$ cat config.mk
export PLATFORM = sky130hd
export DESIGN_NAME = ibdat_seq
export DESIGN_NICKNAME = d
export VERILOG_FILES = /design/src/rtl/ibdat_pkg.sv /design/src/rtl/ibdat_div.sv /design/src/rtl/ibdat_seq.sv
export SDC_FILE = /design/constraint.sdc
export NUM_CORES = 1
export LEC_CHECK = 0
export BUFFER_PORTS_ARGS = -buffer_cell sky130_fd_sc_hd__buf_4
export CORE_MARGIN = 3
export CORE_UTILIZATION = 45
export CTS_BUF_LIST = sky130_fd_sc_hd__clkbuf_8
export DETAILED_ROUTE_END_ITERATION = 6
export GPL_TIMING_DRIVEN = 0
export PLACE_DENSITY_LB_ADDON = 0.12
export SLEW_MARGIN = 5
export SYNTH_ARGS = -nofsm -noshare
export SYNTH_HDL_FRONTEND = slang
export SYNTH_HIERARCHICAL = 1
export SYNTH_SLANG_ARGS = --single-unit
$ cat constraint.sdc
create_clock -name i_clk -period 6.4 [get_ports i_clk]
set_input_delay 1.28 -clock i_clk [delete_from_list [all_inputs] [get_ports i_clk]]
set_output_delay 1.28 -clock i_clk [all_outputs]
set_load 0.005 [all_outputs]
$ cat src/rtl/ibdat_pkg.sv
// Shared constants, codes and types of the icon box downscaler.
// Used by the sequencer, the divider and the top level.
package ibdat_pkg;

    localparam int MAX_SIDE    = 64;
    localparam int STORE_DEPTH = MAX_SIDE * MAX_SIDE;
    localparam int ADDR_W      = $clog2(STORE_DEPTH);
    localparam int SIDE_W      = $clog2(MAX_SIDE + 1);
    localparam int CFG_W       = 7;
    localparam int CFG_IDX_W   = 1;
    localparam int IDX_W       = 12;
    localparam int ARGB_W      = 32;
    localparam int COORD_W     = 6;
    localparam int CH_W        = 8;
    localparam int RGB_W       = 3 * CH_W;
    localparam int CNT_W       = $clog2(STORE_DEPTH + 1);
    localparam int SUM_W       = CNT_W + CH_W;
    localparam int NUM_W       = (SUM_W > COORD_W + SIDE_W) ? SUM_W : COORD_W + SIDE_W;
    localparam int DEN_W       = (CNT_W > CFG_W) ? CNT_W : CFG_W;
    localparam int DCNT_W      = $clog2(NUM_W + 1);
    localparam int ALPHA_LIMIT = 128;

    localparam int IN_DATA_W   = 56;
    localparam int IDX_LSB     = 0;
    localparam int ARGB_LSB    = IDX_LSB + IDX_W;
    localparam int COL_LSB     = ARGB_LSB + ARGB_W;
    localparam int ROW_LSB     = COL_LSB + COORD_W;

    localparam logic [CFG_IDX_W-1:0] CFG_SRC_SIDE = 1'd0;
    localparam logic [CFG_IDX_W-1:0] CFG_DST_SIDE = 1'd1;

    localparam logic REQ_LOAD  = 1'b0;
    localparam logic REQ_QUERY = 1'b1;

    localparam logic [CFG_W-1:0] SRC_SIDE_RST = 7'd32;
    localparam logic [CFG_W-1:0] DST_SIDE_RST = 7'd16;

    typedef struct packed {
        logic               valid;
        logic [COORD_W-1:0] col;
        logic [COORD_W-1:0] row;
    } t_query;

    typedef struct packed {
        logic             start;
        logic [NUM_W-1:0] num;
        logic [DEN_W-1:0] den;
    } t_div_req;

    typedef struct packed {
        logic             done;
        logic [NUM_W-1:0] quot;
    } t_div_rsp;

    typedef struct packed {
        logic             valid;
        logic             we;
        logic [RGB_W-1:0] rgb;
    } t_result;

endpackage

$ cat src/rtl/ibdat_div.sv
// Shared restoring divider, one quotient bit per cycle.
// Depends on ibdat_pkg for widths and request/response types.
module ibdat_div (
    input  logic                i_clk,
    input  logic                i_rst_n,
    input  ibdat_pkg::t_div_req i_req,
    output ibdat_pkg::t_div_rsp o_rsp
);

    logic                          r_busy;
    logic                          r_done;
    logic [ibdat_pkg::DCNT_W-1:0]  r_cnt;
    logic [ibdat_pkg::NUM_W-1:0]   r_quot;
    logic [ibdat_pkg::DEN_W-1:0]   r_rem;
    logic [ibdat_pkg::DEN_W-1:0]   r_den;
    logic [ibdat_pkg::DEN_W:0]     w_trial;
    logic [ibdat_pkg::DEN_W:0]     w_diff;
    logic                          w_ge;

    assign w_trial = {r_rem, r_quot[ibdat_pkg::NUM_W-1]};
    assign w_ge    = w_trial >= {1'b0, r_den};
    assign w_diff  = w_trial - {1'b0, r_den};

    always_ff @(posedge i_clk) begin
        if (!i_rst_n) begin
            r_busy <= 1'b0;
            r_done <= 1'b0;
            r_cnt  <= '0;
        end else begin
            r_done <= 1'b0;
            if (i_req.start) begin
                r_busy <= 1'b1;
                r_cnt  <= ibdat_pkg::DCNT_W'(ibdat_pkg::NUM_W);
                r_quot <= i_req.num;
                r_rem  <= '0;
                r_den  <= i_req.den;
            end else if (r_busy) begin
                r_rem  <= w_ge ? w_diff[ibdat_pkg::DEN_W-1:0] : w_trial[ibdat_pkg::DEN_W-1:0];
                r_quot <= {r_quot[ibdat_pkg::NUM_W-2:0], w_ge};
                r_cnt  <= r_cnt - ibdat_pkg::DCNT_W'(1);
                if (r_cnt == ibdat_pkg::DCNT_W'(1)) begin
                    r_busy <= 1'b0;
                    r_done <= 1'b1;
                end
            end
        end
    end

    assign o_rsp.done = r_done;
    assign o_rsp.quot = r_quot;

endmodule

$ cat src/rtl/ibdat_seq.sv
// Query sequencer: window scan over the pixel memory, accumulation, averaging.
// Depends on ibdat_pkg and instantiates ibdat_div.
module ibdat_seq (
    input  logic                         i_clk,
    input  logic                         i_rst_n,
    input  ibdat_pkg::t_query            i_query,
    input  logic [ibdat_pkg::SIDE_W-1:0] i_src_side,
    input  logic [ibdat_pkg::CFG_W-1:0]  i_dst_side,
    output logic                         o_idle,
    output logic [ibdat_pkg::ADDR_W-1:0] o_rd_addr,
    input  logic [ibdat_pkg::ARGB_W-1:0] i_rd_data,
    input  logic                         i_out_ready,
    output ibdat_pkg::t_result           o_out
);

    localparam logic [3:0] S_IDLE  = 4'd0;
    localparam logic [3:0] S_STEP  = 4'd1;
    localparam logic [3:0] S_SX    = 4'd2;
    localparam logic [3:0] S_SY    = 4'd3;
    localparam logic [3:0] S_READ  = 4'd4;
    localparam logic [3:0] S_DRAIN = 4'd5;
    localparam logic [3:0] S_CHECK = 4'd6;
    localparam logic [3:0] S_DIV_A = 4'd7;
    localparam logic [3:0] S_DIV_R = 4'd8;
    localparam logic [3:0] S_DIV_G = 4'd9;
    localparam logic [3:0] S_DIV_B = 4'd10;
    localparam logic [3:0] S_OUT   = 4'd11;

    localparam int SW = ibdat_pkg::SIDE_W;
    localparam int MW = 2 * ibdat_pkg::SIDE_W;

    logic [3:0]                          r_state;
    logic [3:0]                          n_state;
    logic [ibdat_pkg::COORD_W-1:0]       r_col;
    logic [ibdat_pkg::COORD_W-1:0]       r_row;
    logic [SW-1:0]                       r_ss;
    logic [ibdat_pkg::CFG_W-1:0]         r_ds;
    logic [SW-1:0]                       r_step;
    logic [SW-1:0]                       r_sx;
    logic [SW-1:0]                       r_yy;
    logic [SW-1:0]                       r_xx;
    logic [SW-1:0]                       r_y_end;
    logic [SW-1:0]                       r_x_end;
    logic                                r_rd_vld;
    logic [ibdat_pkg::SUM_W-1:0]         r_sum_r;
    logic [ibdat_pkg::SUM_W-1:0]         r_sum_g;
    logic [ibdat_pkg::SUM_W-1:0]         r_sum_b;
    logic [ibdat_pkg::SUM_W-1:0]         r_sum_a;
    logic [ibdat_pkg::CNT_W-1:0]         r_cnt;
    logic                                r_res_we;
    logic [ibdat_pkg::RGB_W-1:0]         r_res_rgb;
    logic                                r_out_vld;
    logic                                r_out_we;
    logic [ibdat_pkg::RGB_W-1:0]         r_out_rgb;

    ibdat_pkg::t_div_req                 w_div_req;
    ibdat_pkg::t_div_rsp                 w_div_rsp;
    logic                                w_bad;
    logic [SW-1:0]                       w_q_side;
    logic [SW:0]                         w_ysum;
    logic [SW:0]                         w_xsum;
    logic [MW-1:0]                       w_addr_full;
    logic [SW-1:0]                       w_xx_nxt;
    logic [SW-1:0]                       w_yy_nxt;
    logic                                w_px_hit;
    logic                                w_alpha_low;

    ibdat_div u_div (
        .i_clk   (i_clk),
        .i_rst_n (i_rst_n),
        .i_req   (w_div_req),
        .o_rsp   (w_div_rsp)
    );

    assign w_bad = (i_src_side == '0) || (i_dst_side == '0)
                || (ibdat_pkg::CFG_W'(i_query.col) >= i_dst_side)
                || (ibdat_pkg::CFG_W'(i_query.row) >= i_dst_side);

    assign w_q_side    = SW'(w_div_rsp.quot);
    assign w_ysum      = (SW+1)'(w_q_side) + (SW+1)'(r_step);
    assign w_xsum      = (SW+1)'(r_sx) + (SW+1)'(r_step);
    assign w_addr_full = MW'(r_yy) * MW'(r_ss) + MW'(r_xx);
    assign o_rd_addr   = ibdat_pkg::ADDR_W'(w_addr_full);
    assign w_xx_nxt    = r_xx + SW'(1);
    assign w_yy_nxt    = r_yy + SW'(1);
    assign w_px_hit    = i_rd_data[ibdat_pkg::ARGB_W-1 -: ibdat_pkg::CH_W]
                       > ibdat_pkg::CH_W'(ibdat_pkg::ALPHA_LIMIT);
    assign w_alpha_low = w_div_rsp.quot <= ibdat_pkg::NUM_W'(ibdat_pkg::ALPHA_LIMIT);

    always_comb begin
        n_state   = r_state;
        w_div_req = '0;
        case (r_state)
            S_IDLE: begin
                if (i_query.valid) begin
                    if (w_bad) begin
                        n_state = S_OUT;
                    end else begin
                        w_div_req.start = 1'b1;
                        w_div_req.num   = ibdat_pkg::NUM_W'(i_src_side);
                        w_div_req.den   = ibdat_pkg::DEN_W'(i_dst_side);
                        n_state         = S_STEP;
                    end
                end
            end
            S_STEP: begin
                if (w_div_rsp.done) begin
                    w_div_req.start = 1'b1;
                    w_div_req.num   = ibdat_pkg::NUM_W'(r_col) * ibdat_pkg::NUM_W'(r_ss);
                    w_div_req.den   = ibdat_pkg::DEN_W'(r_ds);
                    n_state         = S_SX;
                end
            end
            S_SX: begin
                if (w_div_rsp.done) begin
                    w_div_req.start = 1'b1;
                    w_div_req.num   = ibdat_pkg::NUM_W'(r_row) * ibdat_pkg::NUM_W'(r_ss);
                    w_div_req.den   = ibdat_pkg::DEN_W'(r_ds);
                    n_state         = S_SY;
                end
            end
            S_SY: begin
                if (w_div_rsp.done) begin
                    n_state = S_READ;
                end
            end
            S_READ: begin
                if (w_xx_nxt == r_x_end && w_yy_nxt == r_y_end) begin
                    n_state = S_DRAIN;
                end
            end
            S_DRAIN: begin
                n_state = S_CHECK;
            end
            S_CHECK: begin
                if (r_cnt == '0) begin
                    n_state = S_OUT;
                end else begin
                    w_div_req.start = 1'b1;
                    w_div_req.num   = ibdat_pkg::NUM_W'(r_sum_a);
                    w_div_req.den   = ibdat_pkg::DEN_W'(r_cnt);
                    n_state         = S_DIV_A;
                end
            end
            S_DIV_A: begin
                if (w_div_rsp.done) begin
                    if (w_alpha_low) begin
                        n_state = S_OUT;
                    end else begin
                        w_div_req.start = 1'b1;
                        w_div_req.num   = ibdat_pkg::NUM_W'(r_sum_r);
                        w_div_req.den   = ibdat_pkg::DEN_W'(r_cnt);
                        n_state         = S_DIV_R;
                    end
                end
            end
            S_DIV_R: begin
                if (w_div_rsp.done) begin
                    w_div_req.start = 1'b1;
                    w_div_req.num   = ibdat_pkg::NUM_W'(r_sum_g);
                    w_div_req.den   = ibdat_pkg::DEN_W'(r_cnt);
                    n_state         = S_DIV_G;
                end
            end
            S_DIV_G: begin
                if (w_div_rsp.done) begin
                    w_div_req.start = 1'b1;
                    w_div_req.num   = ibdat_pkg::NUM_W'(r_sum_b);
                    w_div_req.den   = ibdat_pkg::DEN_W'(r_cnt);
                    n_state         = S_DIV_B;
                end
            end
            S_DIV_B: begin
                if (w_div_rsp.done) begin
                    n_state = S_OUT;
                end
            end
            S_OUT: begin
                if (!r_out_vld || i_out_ready) begin
                    n_state = S_IDLE;
                end
            end
            default: begin
                n_state = S_IDLE;
            end
        endcase
    end

    always_ff @(posedge i_clk) begin
        if (!i_rst_n) begin
            r_state   <= S_IDLE;
            r_rd_vld  <= 1'b0;
            r_out_vld <= 1'b0;
        end else begin
            r_state  <= n_state;
            r_rd_vld <= (r_state == S_READ);
            if (r_out_vld && i_out_ready && (r_state != S_OUT)) begin
                r_out_vld <= 1'b0;
            end
            if (r_rd_vld && w_px_hit) begin
                r_sum_r <= r_sum_r + ibdat_pkg::SUM_W'(i_rd_data[23:16]);
                r_sum_g <= r_sum_g + ibdat_pkg::SUM_W'(i_rd_data[15:8]);
                r_sum_b <= r_sum_b + ibdat_pkg::SUM_W'(i_rd_data[7:0]);
                r_sum_a <= r_sum_a + ibdat_pkg::SUM_W'(i_rd_data[31:24]);
                r_cnt   <= r_cnt + ibdat_pkg::CNT_W'(1);
            end
            case (r_state)
                S_IDLE: begin
                    r_col     <= i_query.col;
                    r_row     <= i_query.row;
                    r_ss      <= i_src_side;
                    r_ds      <= i_dst_side;
                    r_res_we  <= 1'b0;
                    r_res_rgb <= '0;
                end
                S_STEP: begin
                    if (w_div_rsp.done) begin
                        r_step <= (w_q_side == '0) ? SW'(1) : w_q_side;
                    end
                end
                S_SX: begin
                    if (w_div_rsp.done) begin
                        r_sx <= w_q_side;
                        r_xx <= w_q_side;
                    end
                end
                S_SY: begin
                    if (w_div_rsp.done) begin
                        r_yy    <= w_q_side;
                        r_y_end <= (w_ysum > (SW+1)'(r_ss)) ? r_ss : SW'(w_ysum);
                        r_x_end <= (w_xsum > (SW+1)'(r_ss)) ? r_ss : SW'(w_xsum);
                        r_sum_r <= '0;
                        r_sum_g <= '0;
                        r_sum_b <= '0;
                        r_sum_a <= '0;
                        r_cnt   <= '0;
                    end
                end
                S_READ: begin
                    if (w_xx_nxt == r_x_end) begin
                        r_xx <= r_sx;
                        r_yy <= w_yy_nxt;
                    end else begin
                        r_xx <= w_xx_nxt;
                    end
                end
                S_DIV_R: begin
                    if (w_div_rsp.done) begin
                        r_res_rgb[23:16] <= w_div_rsp.quot[ibdat_pkg::CH_W-1:0];
                    end
                end
                S_DIV_G: begin
                    if (w_div_rsp.done) begin
                        r_res_rgb[15:8] <= w_div_rsp.quot[ibdat_pkg::CH_W-1:0];
                    end
                end
                S_DIV_B: begin
                    if (w_div_rsp.done) begin
                        r_res_rgb[7:0] <= w_div_rsp.quot[ibdat_pkg::CH_W-1:0];
                        r_res_we       <= 1'b1;
                    end
                end
                S_OUT: begin
                    if (!r_out_vld || i_out_ready) begin
                        r_out_vld <= 1'b1;
                        r_out_we  <= r_res_we;
                        r_out_rgb <= r_res_we ? r_res_rgb : '0;
                    end
                end
                default: begin
                end
            endcase
        end
    end

    assign o_idle      = (r_state == S_IDLE);
    assign o_out.valid = r_out_vld;
    assign o_out.we    = r_out_we;
    assign o_out.rgb   = r_out_rgb;

endmodule

==> results of run 1 <==
through the flow:
step                      utilization (%)  power (mW)  setup slack, ps
after floorplan                         -        5.77             1220
after global placement               49.0        7.14              517
after detailed placement             49.2        7.21              450
after CTS                            51.3        8.83             40.5
after global routing                 51.3        9.47             4.47
final                                51.3        8.72              231
metal layers:
layer	vias to the layer above	GRT usage, %	routed length, um
met3	95	3.47	3120
li1	7181	-	-
met5	-	0	0
met2	438	37.6	25000
met1	7223	31.0	23800
met4	0	7.76	1750
synthesized netlist by cell type, types with 8 or more instances:
library cell  instances
a211oi_1             10
a21boi_0              8
a21o_1               28
a21oi_1              94
a222oi_1             22
and2_1              152
and3_1               36
clkbuf_1             75
dfxtp_1              13
edfxtp_1            262
fa_1                 79
ha_1                160
inv_1               173
mux2_2               34
mux2i_1              11
nand2_1             183
nand2b_1             14
nand3_1              49
nand4_1              22
nor2_1              121
nor2b_1              16
nor3_1               27
nor4_1               10
o21a_1               13
o21ai_0              55
o21bai_1             11
xnor2_1              78
xor2_1               79
flip-flops by register name, indices dropped and copies added, names as in the netlist, 4 cells and up:
signal        cells
r_sum_g          21
r_x_end           7
r_out_rgb        24
r_sum_b          21
r_ds              7
r_xx              7
r_cnt            13
r_y_end           7
r_row             6
u_div/r_den      13
r_sum_r          21
u_div/r_rem      13
r_state           4
r_res_rgb        24
u_div/r_quot     21
r_col             6
r_sx              7
r_sum_a          21
r_yy              7
r_ss              7
u_div/r_cnt       5
r_step            7
repair_timing:
item | in CTS | in global routing
gates resized for setup | 3 | 18
setup endpoints to repair | 1 | 2
endpoints found under the hold margin | 0 | 0
report_power, final:
| group | total [mW] | switching, mW | internal, mW |
|---|---|---|---|
| sequential | 2.53 | 0.200 | 2.33 |
| combinational | 4.65 | 2.53 | 2.12 |
| clock | 1.54 | 0.753 | 0.789 |
path summary, 6_finish.rpt:
check        slack (ps)  cells past startpoint                to            from
max                 230                     14     o_rd_addr[11]         r_ss[1]
min                 520                      2    u_div/r_cnt[1]  u_div/r_cnt[1]
max reg2reg        1460                     17  u_div/r_quot[11]         r_ss[5]
min reg2reg         520                      2    u_div/r_cnt[1]  u_div/r_cnt[1]
layout by cell type (no fill, tap or decap), drive strengths merged, types with 27 or more instances in the layout:
| cell | count |
|---|---|
| nand2 | 183 |
| a21oi | 95 |
| nor3 | 27 |
| ha | 160 |
| edfxtp | 262 |
| clkbuf | 123 |
| xnor2 | 78 |
| and2 | 152 |
| buf | 116 |
| o21ai | 57 |
| nand3 | 50 |
| mux2 | 34 |
| nor2 | 123 |
| a21o | 31 |
| and3 | 36 |
| fa | 79 |
| xor2 | 79 |
| inv | 190 |
worst max-delay path: stages, from the launching register on:
cell and delay, ps:
edfxtp_1 450, buf_2 260, and2_1 190, fa_1 530, inv_1 50, fa_1 550, fa_1 430, fa_1 490
inv_1 40, ha_1 310, o21a_1 140, o41ai_2 320, o21ai_0 230, xnor2_1 160, buf_4 140
kinds of logic after synthesis:
family | count (synthesis)
simple gates | 670
compound gates | 309
flops | 275
buf+inv | 262
fa+ha+maj | 239
xor+xnor | 160
mux | 45
layout make-up:
class / count / area share (%)
Multi-Input combinational cell: 1423 / 48.5
Sequential cell: 275 / 35.8
Tap cell: 592 / 3.26
Buffer: 85 / 2.06
Timing Repair Buffer: 104 / 3.67
Inverter: 173 / 2.86
Clock buffer: 52 / 3.15
Clock inverter: 36 / 0.787
==> flow_metrics.py, run 1 <==
metrics = {
    "clock_network": {
        "cts.htree.levels": 2,
        "clk_transition_reported_paths_ps": 70,
        "post-cts-setup-buffers": 0,
        "clk_path_buf_depth": 3,
        "cts_tree": "built",
        "cts_hold_buffers": 0,
        "clock-root-buffer": "clkbuf_8",
        "cts_buffers": 51,
        "tritoncts_num_sinks": 275,
        "insertion_delay_ps": 640,
    },
    "timing": {
        "tns_ps": 0,
        "worst_clock_skew_ps": 51.0,
        "achievable-frequency_mhz": 162,
        "slew-limit-headroom_pct": 28.8,
        "post-route-period-util_pct": 96.4,
        "hold_ws_ps": 516,
        "layout_min_cycle_time_ps": 6170,
        "setup_viol_count_final": 0,
        "worst-slew-pin-transition_ps": 1060,
        "report.final.slew_viol_count": 0,
        "hold_viol": 0,
        "rsz0062_at_grt": "false",
    },
    "global_routing": {
        "first_global_vias": 15100,
        "antenna_violations_before_repair": 0,
        "global_route_wire_length_before_repair_mm": 84.3,
        "gr-total-overflow": 0,
        "grt_max_degree": 65,
        "track_usage_pct": 22.9,
    },
    "detailed_routing": {
        "first_iter_violations": 1060,
        "vias_per_cell": 5.45,
        "firstDrtPassIters": 7,
        "antenna_left": 0,
        "drc": 14,
        "dr_total_vias": 14900,
        "wl_per_cell_um": 19.6,
        "routed_wirelength_mm": 53.6,
    },
    "synthesis": {
        "synth_top_family_by_area": "adder cells",
        "synth_area_leader_cell": "edfxtp_1",
        "post_synth_inst_count": 1960,
        "synth.yosys.seq_area_share_pct": 40.2,
        "netlist-cell-type-count": 74,
        "synth-compound-area-share_pct": 10.3,
        "synth-simple-area-share_pct": 16.8,
        "avgSynthCellArea_um2": 10.3,
        "cell_area_after_technology_mapping_um2": 20200,
        "muxShareOfSynthArea_pct": 2.44,
        "syn_nets": 2261,
        "synth_seq_cells": 275,
        "synthDominantCellAreaShare_pct": 38.9,
        "post_synthesis_share_of_cell_area_spent_on_xor_and_xnor_gates_pct": 7.13,
        "ys.warnings.count": 6,
        "synthArstFlopShare_pct": 0,
        "synth.area.top_cells": "edfxtp_1, ha_1, fa_1",
        "synth_fa_ha_area_share_pct": 17.7,
        "number_of_enable_type_register_cells_in_the_synthesized_netlist": 262,
        "synth_top_flop_cell": "edfxtp_1",
    },
    "flow_run": {
        "maxCapViolCount": 0,
    },
    "placement": {
        "dp.cells": 2656,
        "gpl.final_weighted_congestion": 0.894,
        "post_dp_cell_area_um2": 21800,
        "place.detailed.hpwl_mm": 41.1,
        "port_buffers": 100,
    },
    "floorplanning": {
        "initial_cell_density_of_the_core_pct": 45.7,
        "io_pins": 101,
        "rows": 77,
        "die-height_um": 218,
        "die_width_um": 218,
        "area_of_the_die_um2": 47600,
        "coreArea_um2": 44300,
    },
    "finish": {
        "multi_input_area_um2": 11000,
        "final-seq-area_um2": 8130,
        "final_cells": 2740,
        "area_growth_pct": 12.3,
        "filler_cell_count": 4128,
        "layout-drive-gt1-share_pct": 11.7,
        "finalInstanceArea_um2": 22700,
        "layout.nets": 2414,
        "antenna_cells_inserted": 0,
    },
    "power_and_ir_drop": {
        "power_density_of_the_placed_cells_nw_per_um2": 384,
        "vdd.ir_drop.worst_uv": 503,
        "leakage_nw": 9.52,
    },
    "worst_setup_path": {
        "timing.critical_path.fanout_max": 10,
        "critPathRequiredTime_ps": 5120,
        "crit_path_start_kind": "flip-flop",
        "critical_path_class": "reg -> out",
        "worstPathArrival_ps": 4890,
        "crit_path_end_kind": "output pin",
    },
    "status": {
        "status": "finished with violations",
        "violations": "design-rule violations",
    },
    "min_path": {
        "worst_hold_path_type": "reg -> reg",
    },
}
Power figures use the tool's default switching activity.
==> inputs of run 2 (changes only) <==
- PLACE_DENSITY: not set -> 0.65
- PLACE_DENSITY_LB_ADDON: 0.12 -> not set
==> flow_metrics.py, run 2 (same netlist as run 1, synthesis figures left out) <==
metrics = {
    "detailed_routing": {
        "first_iter_violations": 1415,
        "dr_total_vias": 15200,
        "vias_per_cell": 5.54,
        "drc": 0,
        "routed_wirelength_mm": 53.9,
        "antenna_left": 0,
        "firstDrtPassIters": 6,
        "wl_per_cell_um": 19.6,
    },
    "power_and_ir_drop": {
        "vdd.ir_drop.worst_uv": 497,
        "leakage_nw": 9.58,
        "power.internal_mw": 5.45,
        "p_comb_share_pct": 52.2,
        "power_density_of_the_placed_cells_nw_per_um2": 394,
        "pwr-share-clk_pct": 19.8,
        "switching_share_pct": 39.5,
        "sequentialPowerShare_pct": 28.1,
        "power_switching_mw": 3.56,
    },
    "worst_setup_path": {
        "timing.critical_path.fanout_max": 10,
        "critPathRequiredTime_ps": 5120,
        "cpPeakStageDelay_ps": 530,
        "r2r_cells": 17,
        "r2r-start": "r_ss[5]",
        "timing.reg2reg.setup_slack_ps": 1450,
        "endpoint": "o_rd_addr[11]",
        "r2r-end": "u_div/r_quot[11]",
        "crit_path_start_kind": "flip-flop",
        "critical_path_class": "reg -> out",
        "worst_setup_path_startpoint": "r_ss[5]",
        "critical_path.slowest_cell": "fa_1",
        "crit_path_end_kind": "output pin",
        "cell_repeated_most_along_the_worst_path": "fa_1",
        "worstPathArrival_ps": 4880,
        "timing.critical_path.cells": "clkbuf_1 -> nand2_1 -> fa_1 -> inv_1 -> fa_1 -> fa_1 -> fa_1 -> ha_1 -> nor3_1 -> nor2_1 -> o41ai_4 -> o21ai_0 -> xnor2_1 -> buf_4",
    },
    "clock_network": {
        "cts_tree": "built",
        "insertion_delay_ps": 630,
        "tritoncts_num_sinks": 275,
        "cts.htree.levels": 2,
        "clk_path_buf_depth": 3,
        "cts_buffers": 50,
        "clk_transition_reported_paths_ps": 60,
        "clock-root-buffer": "clkbuf_8",
        "cts_hold_buffers": 0,
    },
    "global_routing": {
        "busiest_layer": "met2",
        "gr-total-overflow": 0,
        "groute.layer.met1.usage_pct": 30.9,
        "track_usage_pct": 23.0,
        "grt_max_degree": 106,
        "grtUsageMet2_pct": 37.5,
        "global_route_wire_length_before_repair_mm": 85.6,
        "antenna_violations_before_repair": 0,
        "use_met3_pct": 4.21,
        "first_global_vias": 15500,
    },
    "finish": {
        "layout_commonest_cell": "edfxtp_1",
        "layout-drive-gt1-share_pct": 12.1,
        "reg_top3": "r_out_rgb (24), r_res_rgb (24)",
        "filler_cell_count": 4071,
        "layout.nets": 2414,
        "area_growth_pct": 12.9,
        "post-route-util_pct": 51.6,
        "antenna_cells_inserted": 0,
        "layout_common_cells": "edfxtp_1, inv_1, nand2_1, ha_1, and2_1",
        "final_cells": 2743,
    },
    "placement": {
        "gpl.final_weighted_congestion": 0.885,
        "dp.cells": 2654,
        "place.detailed.hpwl_mm": 40.5,
        "port_buffers": 100,
    },
    "timing": {
        "hold_ws_ps": 509,
        "hold_viol": 0,
        "achievable-frequency_mhz": 162,
        "layout_min_cycle_time_ps": 6160,
        "worst-slew-pin-transition_ps": 1080,
        "report.final.slew_viol_count": 0,
        "worst_clock_skew_ps": 23.7,
        "slew-limit-headroom_pct": 27.3,
        "tns_ps": 0,
        "setup_viol_count_final": 0,
        "post-route-period-util_pct": 96.3,
    },
    "flow_run": {
        "maxCapViolCount": 0,
    },
    "floorplanning": {
        "io_pins": 101,
        "die-height_um": 218,
        "area_of_the_die_um2": 47600,
        "initial_cell_density_of_the_core_pct": 45.7,
        "die_width_um": 218,
        "coreArea_um2": 44300,
        "rows": 77,
    },
    "min_path": {
        "timing.hold.worst.start": "u_div/r_cnt[1]",
        "worst_hold_path_type": "reg -> reg",
    },
    "status": {
        "status": "completed",
    },
}
[run 2: cell types whose count changed in the layout (fill, tap and decap cells not counted), moves of 2 or more]
cell        delta
bufinv_16      +5
inv_1          -4
clkinv_2       +6
clkinvlp_4     -2
clkinv_1       -3
[run 2: final cells by class]
| type | instances | area (um^2) | share of cell area, % |
|---|---|---|---|
| Inverter | 173 | 649 | 2.84 |
| Timing Repair Buffer | 104 | 812 | 3.55 |
| Tap cell | 592 | 741 | 3.24 |
| Buffer | 86 | 472 | 2.06 |
| Sequential cell | 275 | 8130 | 35.6 |
| Clock buffer | 51 | 702 | 3.07 |
| Clock inverter | 39 | 327 | 1.43 |
| Multi-Input combinational cell | 1423 | 11000 | 48.2 |
[run 2: timing repair]
item,4_1_cts,5_1_grt
endpoints found under the setup margin,1,2
resized for setup,4,17
setup buffers,0,1
[run 2: layer usage]
metal,part of all wire (%),up-vias
li1,-,7185
met1,43,7330
met2,46,575
met3,7.1,116
met4,3.3,0
met5,0,-
[run 2: critical path, delay by kind of cell (launching register included)]
family	cells	cell delay (ps)
simple gates	3	430
buf+inv	3	630
compound gates	2	410
xor+xnor	1	160
fa+ha+maj	5	2270
flops	1	380
[run 2: per-stage QoR]
step           power (mW)  area, um^2  setup WS (ps)
6_report             9.01       22900            239
5_1_grt              9.78       22900          -46.2
3_3_place_gp         7.09       21700            524
2_1_floorplan        5.77       20200           1220
4_1_cts              9.04       22800           25.2
3_5_place_dp         7.19       21800            474
[run 2: power groups by stage]
| stage | clock network (mW) | logic, mW | registers [mW] |
|---|---|---|---|
| 2_1_floorplan | 0 | 3.30 | 2.47 |
| 3_3_place_gp | 0 | 4.53 | 2.56 |
| 3_5_place_dp | 0 | 4.62 | 2.57 |
| 4_1_cts | 1.82 | 4.69 | 2.53 |
| 5_1_grt | 1.90 | 5.33 | 2.56 |
| 6_report | 1.78 | 4.70 | 2.53 |
[run 2: worst min path at each step]
stage	slack [ps]	cells past startpoint	endpoint
after floorplan	480	2	u_div/r_cnt[1]
after global placement	490	2	u_div/r_cnt[1]
after detailed placement	510	2	u_div/r_cnt[1]
after CTS	510	2	u_div/r_cnt[1]
after global routing	540	1	r_out_rgb[11]
final	510	2	u_div/r_cnt[1]
